File: src/hw/rtl/bocp_pkg.sv
// shared types and constants for the bgp open capability parser
package bocp_pkg;

    localparam logic [8:0] HEADER_BYTES = 9'd10;

    // header byte positions
    localparam logic [8:0] POS_ASN_HI    = 9'd1;
    localparam logic [8:0] POS_ASN_LO    = 9'd2;
    localparam logic [8:0] POS_HDR_FIRST = 9'd3;
    localparam logic [8:0] POS_HDR_LAST  = 9'd8;
    localparam logic [8:0] POS_PLEN      = 9'd9;

    localparam logic [7:0] PARAM_CAPS    = 8'd2;
    localparam logic [7:0] PARAM_MIN_LEN = 8'd2;
    localparam logic [7:0] CAP_MP        = 8'd1;
    localparam logic [7:0] CAP_ASN4      = 8'd65;
    localparam logic [7:0] CAP_ADDPATH   = 8'd69;
    localparam logic [7:0] CAP_FIXED_LEN = 8'd4;
    localparam logic [7:0] CAP_LAST_DATA = 8'd3;
    localparam logic [1:0] ENTRY_LAST    = 2'd3;

    localparam int QDEPTH = 4;
    localparam int QPTR_W = $clog2(QDEPTH);

    typedef enum logic [1:0] {
        PH_HEADER,
        PH_PARAMS,
        PH_DONE
    } t_phase;

    typedef enum logic [2:0] {
        KIND_HEADER  = 3'd0,
        KIND_CAP     = 3'd1,
        KIND_ADDPATH = 3'd2,
        KIND_MP      = 3'd3,
        KIND_DONE    = 3'd4,
        KIND_ERROR   = 3'd5
    } t_kind;

    typedef enum logic [1:0] {
        ERR_NONE   = 2'd0,
        ERR_SHORT  = 2'd1,
        ERR_PARAMS = 2'd2,
        ERR_MP     = 2'd3
    } t_err;

    // one queue entry: all records caused by one input byte
    typedef struct packed {
        t_kind       a_kind;
        logic [7:0]  a_code;
        logic [15:0] a_afi;
        logic [7:0]  a_safi;
        logic [7:0]  a_sr;
        logic        a_dir;
        logic [8:0]  a_bytes;
        t_err        a_err;
        logic        has_b;
        t_kind       b_kind;
        logic [8:0]  b_bytes;
        t_err        b_err;
        logic [31:0] asn;
        logic [15:0] hold;
        logic [31:0] rid;
    } t_q_entry;

endpackage

File: src/hw/rtl/bocp_in_if.sv
// input byte channel of the open message parser
interface bocp_in_if;
    logic       valid;
    logic       ready;
    logic [7:0] data_byte;
    logic       last_byte;
    logic       sent_flag;

    modport source (output valid, data_byte, last_byte, sent_flag, input ready);
    modport sink   (input valid, data_byte, last_byte, sent_flag, output ready);
endinterface

File: src/hw/rtl/bocp_out_if.sv
// result record channel of the open message parser
interface bocp_out_if;
    logic        valid;
    logic        ready;
    logic [2:0]  kind;
    logic [31:0] asn_value;
    logic [15:0] hold_time;
    logic [31:0] router_id;
    logic [7:0]  cap_code;
    logic [15:0] afi;
    logic [7:0]  safi;
    logic [7:0]  send_receive;
    logic        direction;
    logic [8:0]  bytes_read;
    logic [1:0]  error_code;
    logic        last_result;

    modport source (output valid, kind, asn_value, hold_time, router_id, cap_code, afi,
                    safi, send_receive, direction, bytes_read, error_code, last_result,
                    input ready);
    modport sink   (input valid, kind, asn_value, hold_time, router_id, cap_code, afi,
                    safi, send_receive, direction, bytes_read, error_code, last_result,
                    output ready);
endinterface

File: src/hw/rtl/bgp_open_capability_parser.sv
// top level of the bgp open message capability parser
//
// i_in carries the OPEN body one byte per beat, starting at the version octet,
// with last_byte on the final byte of the buffer and sent_flag giving direction.
// o_out carries typed records: header, capability, add-path entry,
// multiprotocol entry, done and error; last_result marks the final record
// caused by one input byte. After an error record the records of that message
// are void.
// Throughput: one input byte per cycle while the queue is not full. A byte
// causes zero, one or two records; the output register sends one record per
// cycle while o_out.ready is high, so a byte with two records sends them in turn.
// A record passes from front tracking into the queue and then into the output
// register before it appears on o_out.
// A four-entry queue of per-byte record groups sits between the parser front
// and the output; when o_out is stalled the queue fills and i_in.ready drops
// only once it is full.
// Reset (i_rst_n low at a clock edge) returns the parser to the header phase
// and empties the queue and output register; last_byte does the same for the
// parser after its records are queued.
module bgp_open_capability_parser import bocp_pkg::*; (
    input  logic       i_clk,
    input  logic       i_rst_n,
    bocp_in_if.sink    i_in,
    bocp_out_if.source o_out
);

    logic     push;
    logic     full;
    t_q_entry entry;
    logic     pop;
    logic     head_vld;
    t_q_entry head;

    bocp_front u_front (
        .i_clk   (i_clk),
        .i_rst_n (i_rst_n),
        .i_in    (i_in),
        .i_full  (full),
        .o_push  (push),
        .o_entry (entry)
    );

    bocp_queue u_queue (
        .i_clk      (i_clk),
        .i_rst_n    (i_rst_n),
        .i_push     (push),
        .i_entry    (entry),
        .o_full     (full),
        .i_pop      (pop),
        .o_head_vld (head_vld),
        .o_head     (head)
    );

    bocp_back u_back (
        .i_clk      (i_clk),
        .i_rst_n    (i_rst_n),
        .i_head_vld (head_vld),
        .i_head     (head),
        .o_pop      (pop),
        .o_out      (o_out)
    );

endmodule

File: src/hw/rtl/bocp_front.sv
// front end: byte tracking, header, parameter and capability walk
module bocp_front import bocp_pkg::*; (
    input  logic          i_clk,
    input  logic          i_rst_n,
    bocp_in_if.sink       i_in,
    input  logic          i_full,
    output logic          o_push,
    output t_q_entry      o_entry
);

    t_phase      r_phase, n_phase;
    logic [8:0]  r_byte_count, n_byte_count;
    logic [47:0] r_hdr, n_hdr;
    logic [7:0]  r_ptotal, n_ptotal;
    logic [15:0] r_ptl, n_ptl;
    logic [7:0]  r_poff, n_poff;
    logic [15:0] r_ccl, n_ccl;
    logic [7:0]  r_coff, n_coff;
    logic [23:0] r_cb, n_cb;
    logic [31:0] r_asn, n_asn;
    logic        r_failed, n_failed;

    logic        acc;
    logic [8:0]  cnt_inc;
    logic        hdr_end;
    logic        rgn_end;
    logic [7:0]  b;
    logic        last;

    logic        x_vld;
    t_kind       x_kind;
    logic [7:0]  x_code;
    logic [15:0] x_afi;
    logic [7:0]  x_safi;
    logic [7:0]  x_sr;
    logic        x_dir;
    logic        x_ok;
    logic        t_vld;
    t_kind       t_kind_r;
    t_err        t_err_r;
    logic [8:0]  t_bytes;

    assign b       = i_in.data_byte;
    assign last    = i_in.last_byte;
    assign i_in.ready = !i_full;
    assign acc     = i_in.valid && !i_full;
    assign cnt_inc = r_byte_count + 9'd1;
    assign hdr_end = (cnt_inc == HEADER_BYTES);
    assign rgn_end = (cnt_inc == HEADER_BYTES + {1'b0, r_ptotal});

    // phase sequencing
    always_comb begin
        n_phase = r_phase;
        unique case (r_phase)
            PH_HEADER: begin
                if (hdr_end) begin
                    n_phase = (b == 8'd0) ? PH_DONE : PH_PARAMS;
                end
            end
            PH_PARAMS: begin
                if (rgn_end) begin
                    n_phase = PH_DONE;
                end
            end
            PH_DONE: begin
                n_phase = PH_DONE;
            end
            default: begin
                n_phase = PH_HEADER;
            end
        endcase
        if (last) begin
            n_phase = PH_HEADER;
        end
    end

    // field tracking and record selection
    always_comb begin
        logic [31:0] cbw;
        logic [7:0]  d;
        logic [7:0]  code;

        n_byte_count = r_byte_count;
        n_hdr        = r_hdr;
        n_ptotal     = r_ptotal;
        n_ptl        = r_ptl;
        n_poff       = r_poff;
        n_ccl        = r_ccl;
        n_coff       = r_coff;
        n_cb         = r_cb;
        n_asn        = r_asn;
        n_failed     = r_failed;
        x_vld        = 1'b0;
        x_kind       = KIND_CAP;
        x_code       = '0;
        x_afi        = '0;
        x_safi       = '0;
        x_sr         = '0;
        x_dir        = 1'b0;
        t_vld        = 1'b0;
        t_kind_r     = KIND_DONE;
        t_err_r      = ERR_NONE;
        cbw          = {r_cb, b};
        d            = r_coff - 8'd2;
        code         = r_ccl[15:8];

        unique case (r_phase)
            PH_HEADER: begin
                n_byte_count = cnt_inc;
                if (r_byte_count == POS_ASN_HI) begin
                    n_asn = {16'h0000, b, 8'h00};
                end else if (r_byte_count == POS_ASN_LO) begin
                    n_asn = {r_asn[31:8], b};
                end else if (r_byte_count >= POS_HDR_FIRST && r_byte_count <= POS_HDR_LAST) begin
                    n_hdr = {r_hdr[39:0], b};
                end else if (r_byte_count == POS_PLEN) begin
                    n_ptotal = b;
                end
                if (hdr_end) begin
                    x_vld  = 1'b1;
                    x_kind = KIND_HEADER;
                    if (b == 8'd0) begin
                        t_vld = 1'b1;
                    end else if (last) begin
                        t_vld    = 1'b1;
                        t_kind_r = KIND_ERROR;
                        t_err_r  = ERR_PARAMS;
                    end
                end else if (last) begin
                    t_vld    = 1'b1;
                    t_kind_r = KIND_ERROR;
                    t_err_r  = ERR_SHORT;
                end
            end
            PH_PARAMS: begin
                n_byte_count = cnt_inc;
                if (r_poff == 8'd0) begin
                    n_ptl = {b, 8'h00};
                end else if (r_poff == 8'd1) begin
                    n_ptl  = {r_ptl[15:8], b};
                    n_coff = '0;
                end else if (r_ptl[15:8] == PARAM_CAPS && r_ptl[7:0] >= PARAM_MIN_LEN) begin
                    if (r_coff == 8'd0) begin
                        n_ccl = {b, 8'h00};
                        n_cb  = '0;
                    end else if (r_coff == 8'd1) begin
                        n_ccl = {r_ccl[15:8], b};
                        if (code == CAP_MP) begin
                            if (b != CAP_FIXED_LEN) begin
                                n_failed = 1'b1;
                            end
                        end else if (code != CAP_ASN4 && code != CAP_ADDPATH) begin
                            x_vld  = 1'b1;
                            x_kind = KIND_CAP;
                            x_code = code;
                        end
                    end else begin
                        n_cb = cbw[23:0];
                        if (code == CAP_ASN4 && r_ccl[7:0] == CAP_FIXED_LEN
                                && d == CAP_LAST_DATA) begin
                            n_asn  = cbw;
                            x_vld  = 1'b1;
                            x_kind = KIND_CAP;
                            x_code = code;
                        end else if (code == CAP_ADDPATH && d[1:0] == ENTRY_LAST) begin
                            x_vld  = 1'b1;
                            x_kind = KIND_ADDPATH;
                            x_code = code;
                            x_afi  = cbw[31:16];
                            x_safi = cbw[15:8];
                            x_sr   = b;
                            x_dir  = i_in.sent_flag;
                        end else if (code == CAP_MP && r_ccl[7:0] == CAP_FIXED_LEN
                                && d == CAP_LAST_DATA) begin
                            x_vld  = 1'b1;
                            x_kind = KIND_MP;
                            x_code = code;
                            x_afi  = cbw[31:16];
                            x_safi = b;
                        end
                    end
                    n_coff = r_coff + 8'd1;
                    if (r_coff != 8'd0
                            && ({1'b0, r_coff} + 9'd1) == ({1'b0, n_ccl[7:0]} + 9'd2)) begin
                        n_coff = '0;
                    end
                end
                n_poff = r_poff + 8'd1;
                if (r_poff != 8'd0
                        && ({1'b0, r_poff} + 9'd1) == ({1'b0, n_ptl[7:0]} + 9'd2)) begin
                    n_poff = '0;
                end
                if (rgn_end) begin
                    t_vld = 1'b1;
                    if (n_failed) begin
                        t_kind_r = KIND_ERROR;
                        t_err_r  = ERR_MP;
                    end
                end else if (last) begin
                    t_vld    = 1'b1;
                    t_kind_r = KIND_ERROR;
                    t_err_r  = ERR_PARAMS;
                end
            end
            PH_DONE: begin
                n_byte_count = r_byte_count;
            end
            default: begin
                n_byte_count = r_byte_count;
            end
        endcase

        // message boundary
        if (last) begin
            n_byte_count = '0;
            n_poff       = '0;
            n_coff       = '0;
            n_failed     = 1'b0;
        end
    end

    // records below done/error are dropped once a bad multiprotocol length is seen
    assign x_ok    = x_vld && !r_failed;
    assign t_bytes = (t_kind_r == KIND_DONE) ? cnt_inc : 9'd0;
    assign o_push  = acc && (x_ok || t_vld);

    always_comb begin
        o_entry.asn     = n_asn;
        o_entry.hold    = n_hdr[47:32];
        o_entry.rid     = n_hdr[31:0];
        o_entry.b_kind  = t_kind_r;
        o_entry.b_bytes = t_bytes;
        o_entry.b_err   = t_err_r;
        if (x_ok) begin
            o_entry.a_kind  = x_kind;
            o_entry.a_code  = x_code;
            o_entry.a_afi   = x_afi;
            o_entry.a_safi  = x_safi;
            o_entry.a_sr    = x_sr;
            o_entry.a_dir   = x_dir;
            o_entry.a_bytes = '0;
            o_entry.a_err   = ERR_NONE;
            o_entry.has_b   = t_vld;
        end else begin
            o_entry.a_kind  = t_kind_r;
            o_entry.a_code  = '0;
            o_entry.a_afi   = '0;
            o_entry.a_safi  = '0;
            o_entry.a_sr    = '0;
            o_entry.a_dir   = 1'b0;
            o_entry.a_bytes = t_bytes;
            o_entry.a_err   = t_err_r;
            o_entry.has_b   = 1'b0;
        end
    end

    always_ff @(posedge i_clk) begin
        if (!i_rst_n) begin
            r_phase      <= PH_HEADER;
            r_byte_count <= '0;
            r_poff       <= '0;
            r_coff       <= '0;
            r_failed     <= 1'b0;
        end else if (acc) begin
            r_phase      <= n_phase;
            r_byte_count <= n_byte_count;
            r_poff       <= n_poff;
            r_coff       <= n_coff;
            r_failed     <= n_failed;
        end
    end

    always_ff @(posedge i_clk) begin
        if (acc) begin
            r_hdr    <= n_hdr;
            r_ptotal <= n_ptotal;
            r_ptl    <= n_ptl;
            r_ccl    <= n_ccl;
            r_cb     <= n_cb;
            r_asn    <= n_asn;
        end
    end

    a_hdr_count: assert property (@(posedge i_clk) disable iff (!i_rst_n)
        (r_phase == PH_HEADER) |-> (r_byte_count < HEADER_BYTES))
        else $error("header phase past header length");

    a_hdr_clean: assert property (@(posedge i_clk) disable iff (!i_rst_n)
        (r_phase == PH_HEADER) |-> !r_failed)
        else $error("failed flag set in header phase");

    a_done_quiet: assert property (@(posedge i_clk) disable iff (!i_rst_n)
        (r_phase == PH_DONE) |-> !o_push)
        else $error("record pushed after message end");

endmodule

File: src/hw/rtl/bocp_queue.sv
// short queue of per-byte record groups between front and back
module bocp_queue import bocp_pkg::*; (
    input  logic     i_clk,
    input  logic     i_rst_n,
    input  logic     i_push,
    input  t_q_entry i_entry,
    output logic     o_full,
    input  logic     i_pop,
    output logic     o_head_vld,
    output t_q_entry o_head
);

    t_q_entry            r_mem [QDEPTH];
    logic [QPTR_W-1:0]   r_wr;
    logic [QPTR_W-1:0]   r_rd;
    logic [QPTR_W:0]     r_count;

    assign o_full     = (r_count == (QPTR_W+1)'(QDEPTH));
    assign o_head_vld = (r_count != '0);
    assign o_head     = r_mem[r_rd];

    always_ff @(posedge i_clk) begin
        if (!i_rst_n) begin
            r_wr    <= '0;
            r_rd    <= '0;
            r_count <= '0;
        end else begin
            if (i_push) begin
                r_wr <= r_wr + QPTR_W'(1);
            end
            if (i_pop) begin
                r_rd <= r_rd + QPTR_W'(1);
            end
            if (i_push && !i_pop) begin
                r_count <= r_count + (QPTR_W+1)'(1);
            end else if (!i_push && i_pop) begin
                r_count <= r_count - (QPTR_W+1)'(1);
            end
        end
    end

    always_ff @(posedge i_clk) begin
        if (i_push) begin
            r_mem[r_wr] <= i_entry;
        end
    end

    a_no_overflow: assert property (@(posedge i_clk) disable iff (!i_rst_n)
        !(i_push && o_full))
        else $error("push into full queue");

    a_no_underflow: assert property (@(posedge i_clk) disable iff (!i_rst_n)
        !(i_pop && !o_head_vld))
        else $error("pop from empty queue");

endmodule

File: src/hw/rtl/bocp_back.sv
// back end: splits each queue entry into output beats
module bocp_back import bocp_pkg::*; (
    input  logic      i_clk,
    input  logic      i_rst_n,
    input  logic      i_head_vld,
    input  t_q_entry  i_head,
    output logic      o_pop,
    bocp_out_if.source o_out
);

    logic        r_valid;
    logic        r_sel;
    t_kind       r_kind;
    logic [31:0] r_asn;
    logic [15:0] r_hold;
    logic [31:0] r_rid;
    logic [7:0]  r_code;
    logic [15:0] r_afi;
    logic [7:0]  r_safi;
    logic [7:0]  r_sr;
    logic        r_dir;
    logic [8:0]  r_bytes;
    t_err        r_err;
    logic        r_last;

    logic        load;
    t_kind       n_kind;
    logic [31:0] n_asn;
    logic [15:0] n_hold;
    logic [31:0] n_rid;
    logic [7:0]  n_code;
    logic [15:0] n_afi;
    logic [7:0]  n_safi;
    logic [7:0]  n_sr;
    logic        n_dir;
    logic [8:0]  n_bytes;
    t_err        n_err;
    logic        n_last;

    assign load  = !r_valid || o_out.ready;
    assign o_pop = load && i_head_vld && (r_sel || !i_head.has_b);

    // second beat of an entry is always done or error
    always_comb begin
        if (r_sel) begin
            n_kind  = i_head.b_kind;
            n_code  = '0;
            n_afi   = '0;
            n_safi  = '0;
            n_sr    = '0;
            n_dir   = 1'b0;
            n_bytes = i_head.b_bytes;
            n_err   = i_head.b_err;
            n_last  = 1'b1;
        end else begin
            n_kind  = i_head.a_kind;
            n_code  = i_head.a_code;
            n_afi   = i_head.a_afi;
            n_safi  = i_head.a_safi;
            n_sr    = i_head.a_sr;
            n_dir   = i_head.a_dir;
            n_bytes = i_head.a_bytes;
            n_err   = i_head.a_err;
            n_last  = !i_head.has_b;
        end
        if (n_kind == KIND_ERROR) begin
            n_asn  = '0;
            n_hold = '0;
            n_rid  = '0;
        end else begin
            n_asn  = i_head.asn;
            n_hold = i_head.hold;
            n_rid  = i_head.rid;
        end
    end

    always_ff @(posedge i_clk) begin
        if (!i_rst_n) begin
            r_valid <= 1'b0;
            r_sel   <= 1'b0;
        end else if (load) begin
            r_valid <= i_head_vld;
            if (i_head_vld) begin
                r_sel <= !r_sel && i_head.has_b;
            end
        end
    end

    always_ff @(posedge i_clk) begin
        if (load && i_head_vld) begin
            r_kind  <= n_kind;
            r_asn   <= n_asn;
            r_hold  <= n_hold;
            r_rid   <= n_rid;
            r_code  <= n_code;
            r_afi   <= n_afi;
            r_safi  <= n_safi;
            r_sr    <= n_sr;
            r_dir   <= n_dir;
            r_bytes <= n_bytes;
            r_err   <= n_err;
            r_last  <= n_last;
        end
    end

    assign o_out.valid        = r_valid;
    assign o_out.kind         = r_kind;
    assign o_out.asn_value    = r_asn;
    assign o_out.hold_time    = r_hold;
    assign o_out.router_id    = r_rid;
    assign o_out.cap_code     = r_code;
    assign o_out.afi          = r_afi;
    assign o_out.safi         = r_safi;
    assign o_out.send_receive = r_sr;
    assign o_out.direction    = r_dir;
    assign o_out.bytes_read   = r_bytes;
    assign o_out.error_code   = r_err;
    assign o_out.last_result  = r_last;

    a_second_beat: assert property (@(posedge i_clk) disable iff (!i_rst_n)
        r_sel |-> (i_head_vld && i_head.has_b))
        else $error("second beat selected without a two-record entry");

endmodule

File: src/flat_wrapper.sv
// flat-port wrapper written by rule: the top's interface ports become plain ports
module bgp_open_capability_parser_flat import bocp_pkg::*;
  (i_clk, i_rst_n, i_in_valid, i_in_data_byte, i_in_last_byte, i_in_sent_flag, i_in_ready, o_out_valid, o_out_kind, o_out_asn_value, o_out_hold_time, o_out_router_id, o_out_cap_code, o_out_afi, o_out_safi, o_out_send_receive, o_out_direction, o_out_bytes_read, o_out_error_code, o_out_last_result, o_out_ready);
  bocp_in_if i_in_i ();
  bocp_out_if o_out_i ();
  input  logic i_clk;
  input  logic i_rst_n;
  input wire logic [$bits(i_in_i.valid)-1:0] i_in_valid;
  input wire logic [$bits(i_in_i.data_byte)-1:0] i_in_data_byte;
  input wire logic [$bits(i_in_i.last_byte)-1:0] i_in_last_byte;
  input wire logic [$bits(i_in_i.sent_flag)-1:0] i_in_sent_flag;
  output wire logic [$bits(i_in_i.ready)-1:0] i_in_ready;
  output wire logic [$bits(o_out_i.valid)-1:0] o_out_valid;
  output wire logic [$bits(o_out_i.kind)-1:0] o_out_kind;
  output wire logic [$bits(o_out_i.asn_value)-1:0] o_out_asn_value;
  output wire logic [$bits(o_out_i.hold_time)-1:0] o_out_hold_time;
  output wire logic [$bits(o_out_i.router_id)-1:0] o_out_router_id;
  output wire logic [$bits(o_out_i.cap_code)-1:0] o_out_cap_code;
  output wire logic [$bits(o_out_i.afi)-1:0] o_out_afi;
  output wire logic [$bits(o_out_i.safi)-1:0] o_out_safi;
  output wire logic [$bits(o_out_i.send_receive)-1:0] o_out_send_receive;
  output wire logic [$bits(o_out_i.direction)-1:0] o_out_direction;
  output wire logic [$bits(o_out_i.bytes_read)-1:0] o_out_bytes_read;
  output wire logic [$bits(o_out_i.error_code)-1:0] o_out_error_code;
  output wire logic [$bits(o_out_i.last_result)-1:0] o_out_last_result;
  input wire logic [$bits(o_out_i.ready)-1:0] o_out_ready;
  assign i_in_i.valid = i_in_valid;
  assign i_in_i.data_byte = i_in_data_byte;
  assign i_in_i.last_byte = i_in_last_byte;
  assign i_in_i.sent_flag = i_in_sent_flag;
  assign i_in_ready = i_in_i.ready;
  assign o_out_valid = o_out_i.valid;
  assign o_out_kind = o_out_i.kind;
  assign o_out_asn_value = o_out_i.asn_value;
  assign o_out_hold_time = o_out_i.hold_time;
  assign o_out_router_id = o_out_i.router_id;
  assign o_out_cap_code = o_out_i.cap_code;
  assign o_out_afi = o_out_i.afi;
  assign o_out_safi = o_out_i.safi;
  assign o_out_send_receive = o_out_i.send_receive;
  assign o_out_direction = o_out_i.direction;
  assign o_out_bytes_read = o_out_i.bytes_read;
  assign o_out_error_code = o_out_i.error_code;
  assign o_out_last_result = o_out_i.last_result;
  assign o_out_i.ready = o_out_ready;
  bgp_open_capability_parser u_core (.i_clk(i_clk), .i_rst_n(i_rst_n), .i_in(i_in_i), .o_out(o_out_i));
endmodule
File: config.mk
export PLATFORM = sky130hd
export DESIGN_NAME = bgp_open_capability_parser_flat
export DESIGN_NICKNAME = d
export VERILOG_FILES = /design/src/hw/rtl/bocp_pkg.sv /design/src/hw/rtl/bocp_in_if.sv /design/src/hw/rtl/bocp_out_if.sv /design/src/hw/rtl/bgp_open_capability_parser.sv /design/src/hw/rtl/bocp_front.sv /design/src/hw/rtl/bocp_queue.sv /design/src/hw/rtl/bocp_back.sv /design/src/flat_wrapper.sv
export SDC_FILE = /design/constraint.sdc
export NUM_CORES = 1
export LEC_CHECK = 0
export ABC_AREA = 0
export BUFFER_PORTS_ARGS = -buffer_cell sky130_fd_sc_hd__buf_4
export CORE_ASPECT_RATIO = 0.9
export CORE_UTILIZATION = 35
export CTS_CLUSTER_SIZE = 10
export DETAILED_ROUTE_END_ITERATION = 8
export PLACE_DENSITY_LB_ADDON = 0.1
export SLEW_MARGIN = 20
export SYNTH_ARGS = -nofsm -noshare
export SYNTH_HDL_FRONTEND = slang
export SYNTH_SLANG_ARGS = --single-unit
export TNS_END_PERCENT = 20
File: constraint.sdc
create_clock -name i_clk -period 23.8 [get_ports i_clk]
set_input_delay 4.76 -clock i_clk [delete_from_list [all_inputs] [get_ports i_clk]]
set_output_delay 4.76 -clock i_clk [all_outputs]
set_load 0.01 [all_outputs]
==> reports/results.tsv <==
metric	value	unit
layout_common_cells	sky130_fd_sc_hd__edfxtp_1 (872), sky130_fd_sc_hd__buf_4 (171), sky130_fd_sc_hd__mux4_2 (148)	
gp_congestion	0.794	
totalPowerFinal	4560	uW
root_buffer	sky130_fd_sc_hd__clkbuf_16	
worstSetupPathType	in -> reg	
cts.clk_slew.worst_paths	0.05	ns
flops_latches_synth	911	
slew_at_the_pin_with_the_worst_max_slew_slack	1.12	ns
r2r_setup_slack	18.05	ns
worst_skew_pair.late_latency	0.67	ns
timing.hold.worst_path_depth	2	
hold_end	u_core.u_front.r_phase[1]$_SDFFE_PN0P_	
p_per_area	107	nW/um^2
floorplan.rows	112	
rsz0062_at_grt	no	
reg2regPathDepth	10	
timing.final.max_slew_violations	0	
antenna_found_initial	1	
die_area	107000	sq um
core	104000	sq um
drt-total-wl	87200	microns
final_cell_count_no_fill	3669	
vias_in_the_first_global_route	19800	
critPathArrivalTime	8.18	ns
fin_tns_setup	0	ns
post_synthesis_instance_area	36900	sq um
grt_overflow_total	0	
fin_skew	0.0321	ns
synth_ff_type	sky130_fd_sc_hd__edfxtp_1	
synth.yosys.seq_area_share	73.1	%
synth_cell_types	86	
floorplan.die.width	344	microns
worst-endpoint-required	24.08	ns
antenna_left	0	
final_nets	2280	
fmax	127	MHz
cpLargestDelayFamily	simple AND/OR/NAND/NOR gates	
cts.hold.buffers_added	0	
boundaryPins	152	
estimated_wirelength_of_the_detail_placed_design	52300	microns
synth_enable_flop_cells	872	
path_buf_inv	2	
synthToLayoutAreaGrowth	15.6	%
drt-wirelength-per-cell	23.8	microns
fin_crit	7.90	ns
drive_gt1_share	24.5	%
overall_global_routing_usage	16.4	%
startpoint_type	input pin	
drc_errors	0	
worst-path-max-fanout	53	
cp_cell_sequence	buf_4 > nor4_1 > nand2_1 > nor2_1 > and3_1 > a32o_1 > o31ai_1 > nor2_1 > and2_4 > buf_4	
grt_start_max_net_pins	149	
static_leakage	0.0140	uW
setup_viol	0	
cts-resized-gates	0	
layout.cells.most_common	sky130_fd_sc_hd__edfxtp_1	
die_h	310	microns
crit-reg2reg-capture	u_core.u_queue.r_mem[2][42]$_DFFE_PP_	
synth.yosys.warnings	0	
post_synth_inst_count	2056	
via_per_inst	5.14	
dr_total_vias	18800	
highest_delay_cell_along_the_critical_path	sky130_fd_sc_hd__and2_4	
initial_utilization	35.4	%
initialDrtViolationCount	1220	
outcome	finished clean	
slew_headroom	25.5	%
tritoncts_clock_tree	built	
post-place-cells	3503	
hold_viol	0	
post_cts.repair.setup_buffers	0	
cts.sinks	911	
ctsLongestPathBuffers	3	
async_reset_ff_share	0	%
finalCritPeriodShare	33.2	%
cts_made_buffers	104	
avgSynthCellArea	18.0	sq um
cp_slowest_stage_delay	0.77	ns
timing.rr.start	u_core.u_front.r_byte_count[0]$_SDFFE_PN0P_	
port_buffers	151	
clock_tree.htree_level_count	3	
hold_path_startpoint	u_core.u_front.r_phase[1]$_SDFFE_PN0P_	
ir_drop	0.0635	mV
grt_first_pass_wirelength	129000	microns
synth.net_count	2094	
first_pass_iters	6	
max-cap-violations	0	
timing.hold.worst.class	reg -> reg	
worst_setup_path_end_kind	flop	
## metrics by stage
step                worst slack [ns]  cell area, sq um  utilization [%]  hold slack [ns]
global placement               15.06             39600             38.1            0.480
finish                         15.90             42700             41.0            0.516
CTS                            15.77             42600             40.9            0.513
detailed placement             15.07             39600             38.1            0.509
global route                   15.60             42700             41.0            0.536
floorplan                      10.53             36900                -            0.465
## worst reg2reg max path: stages (launching register included)
cell	delay (ns)
sky130_fd_sc_hd__dfxtp_1	0.53
sky130_fd_sc_hd__ha_1	0.40
sky130_fd_sc_hd__nand3_1	0.27
sky130_fd_sc_hd__nor4_1	0.59
sky130_fd_sc_hd__nor2_1	0.39
sky130_fd_sc_hd__or4b_2	0.71
sky130_fd_sc_hd__a41oi_1	0.40
sky130_fd_sc_hd__a2111oi_2	0.16
sky130_fd_sc_hd__nor2_1	0.31
sky130_fd_sc_hd__and2_4	0.77
sky130_fd_sc_hd__buf_4	0.79
## Yosys cell counts (13+ instances only)
library cell,instances,area [sq um]
sky130_fd_sc_hd__edfxtp_1,872,26200
sky130_fd_sc_hd__mux4_2,148,3330
sky130_fd_sc_hd__nor2b_1,127,795
sky130_fd_sc_hd__nor2_1,93,349
sky130_fd_sc_hd__and2_1,85,532
sky130_fd_sc_hd__mux2_2,75,845
sky130_fd_sc_hd__nand2_1,66,248
sky130_fd_sc_hd__clkbuf_1,64,240
sky130_fd_sc_hd__inv_1,52,195
sky130_fd_sc_hd__dfxtp_1,39,781
sky130_fd_sc_hd__o21ai_0,31,155
sky130_fd_sc_hd__xnor2_1,27,236
sky130_fd_sc_hd__nand3_1,26,130
sky130_fd_sc_hd__a21oi_1,25,125
sky130_fd_sc_hd__ha_1,23,288
sky130_fd_sc_hd__nor3_1,21,105
sky130_fd_sc_hd__buf_1,20,75.1
sky130_fd_sc_hd__a22o_1,18,158
sky130_fd_sc_hd__a222oi_1,16,160
sky130_fd_sc_hd__xor2_1,13,114
## worst max path at each step
stage | depth (start not counted) | start | slack [ns] | endpoint
detailed placement | 10 | i_in_data_byte[0] | 15.07 | u_core.u_queue.r_mem[1][35]$_DFFE_PP_
CTS | 10 | i_in_data_byte[0] | 15.77 | u_core.u_queue.r_mem[1][25]$_DFFE_PP_
global placement | 10 | i_in_data_byte[0] | 15.06 | u_core.u_queue.r_mem[1][35]$_DFFE_PP_
global route | 10 | i_in_data_byte[0] | 15.60 | u_core.u_queue.r_mem[2][47]$_DFFE_PP_
floorplan | 10 | o_out_ready | 10.53 | u_core.u_queue.r_count[2]$_SDFFE_PN0P_
finish | 10 | i_in_data_byte[0] | 15.90 | u_core.u_queue.r_mem[2][42]$_DFFE_PP_
## cell type report
cell class	count	area, sq um
multi-input cells	995	9410
repair buffers	175	1360
clock inverters	13	145
clock buffers	151	2850
fillers	9309	61500
inverters	55	210
diodes	1	2.50
flip-flops and latches	911	27000
well taps	1368	1710
## flip-flops by register name (all words and copies together) (netlist names), 8 cells and up, named ones only
name                              cells
u_core.u_queue.r_mem                592
u_core.u_front.r_hdr                 48
u_core.u_back.o_out.asn_value        32
u_core.u_back.o_out.router_id        32
u_core.u_front.r_asn                 32
u_core.u_front.r_cb                  24
u_core.u_back.o_out.afi              16
u_core.u_back.o_out.hold_time        16
u_core.u_front.r_ccl                 16
u_core.u_front.r_ptl                 16
u_core.u_back.o_out.bytes_read        9
u_core.u_front.r_byte_count           9
u_core.u_back.o_out.cap_code          8
u_core.u_back.o_out.safi              8
u_core.u_back.o_out.send_receive      8
u_core.u_front.r_coff                 8
u_core.u_front.r_poff                 8
u_core.u_front.r_ptotal               8
## cells by family (layout without fill, tap and decap cells)
logic type	Yosys count	after routing	synth area share (%)
compound gates	189	189	4.07
flops	911	911	73.1
xor+xnor	45	45	1.26
other cells	0	1	0
simple gates	504	504	7.61
fa+ha+maj	24	24	0.834
mux	233	233	11.6
buf+inv	150	394	1.58
## per-layer routing
metal  global-route usage, %  share of wire (%)  vias to the layer above
met4                    3.91                1.9                        0
met3                    2.61                3.8                      119
met2                    26.9                 48                      403
met1                    22.7                 46                     9866
met5                       0                  0                        -
li1                        -                  -                     8456
## where the power goes
part | leakage (uW) | switching, uW | internal, uW
Combinational | 0.00414 | 528 | 434
Sequential | 0.00841 | 96.3 | 2070
Clock | 0.00144 | 603 | 831
(Power assumes the default switching activity.)
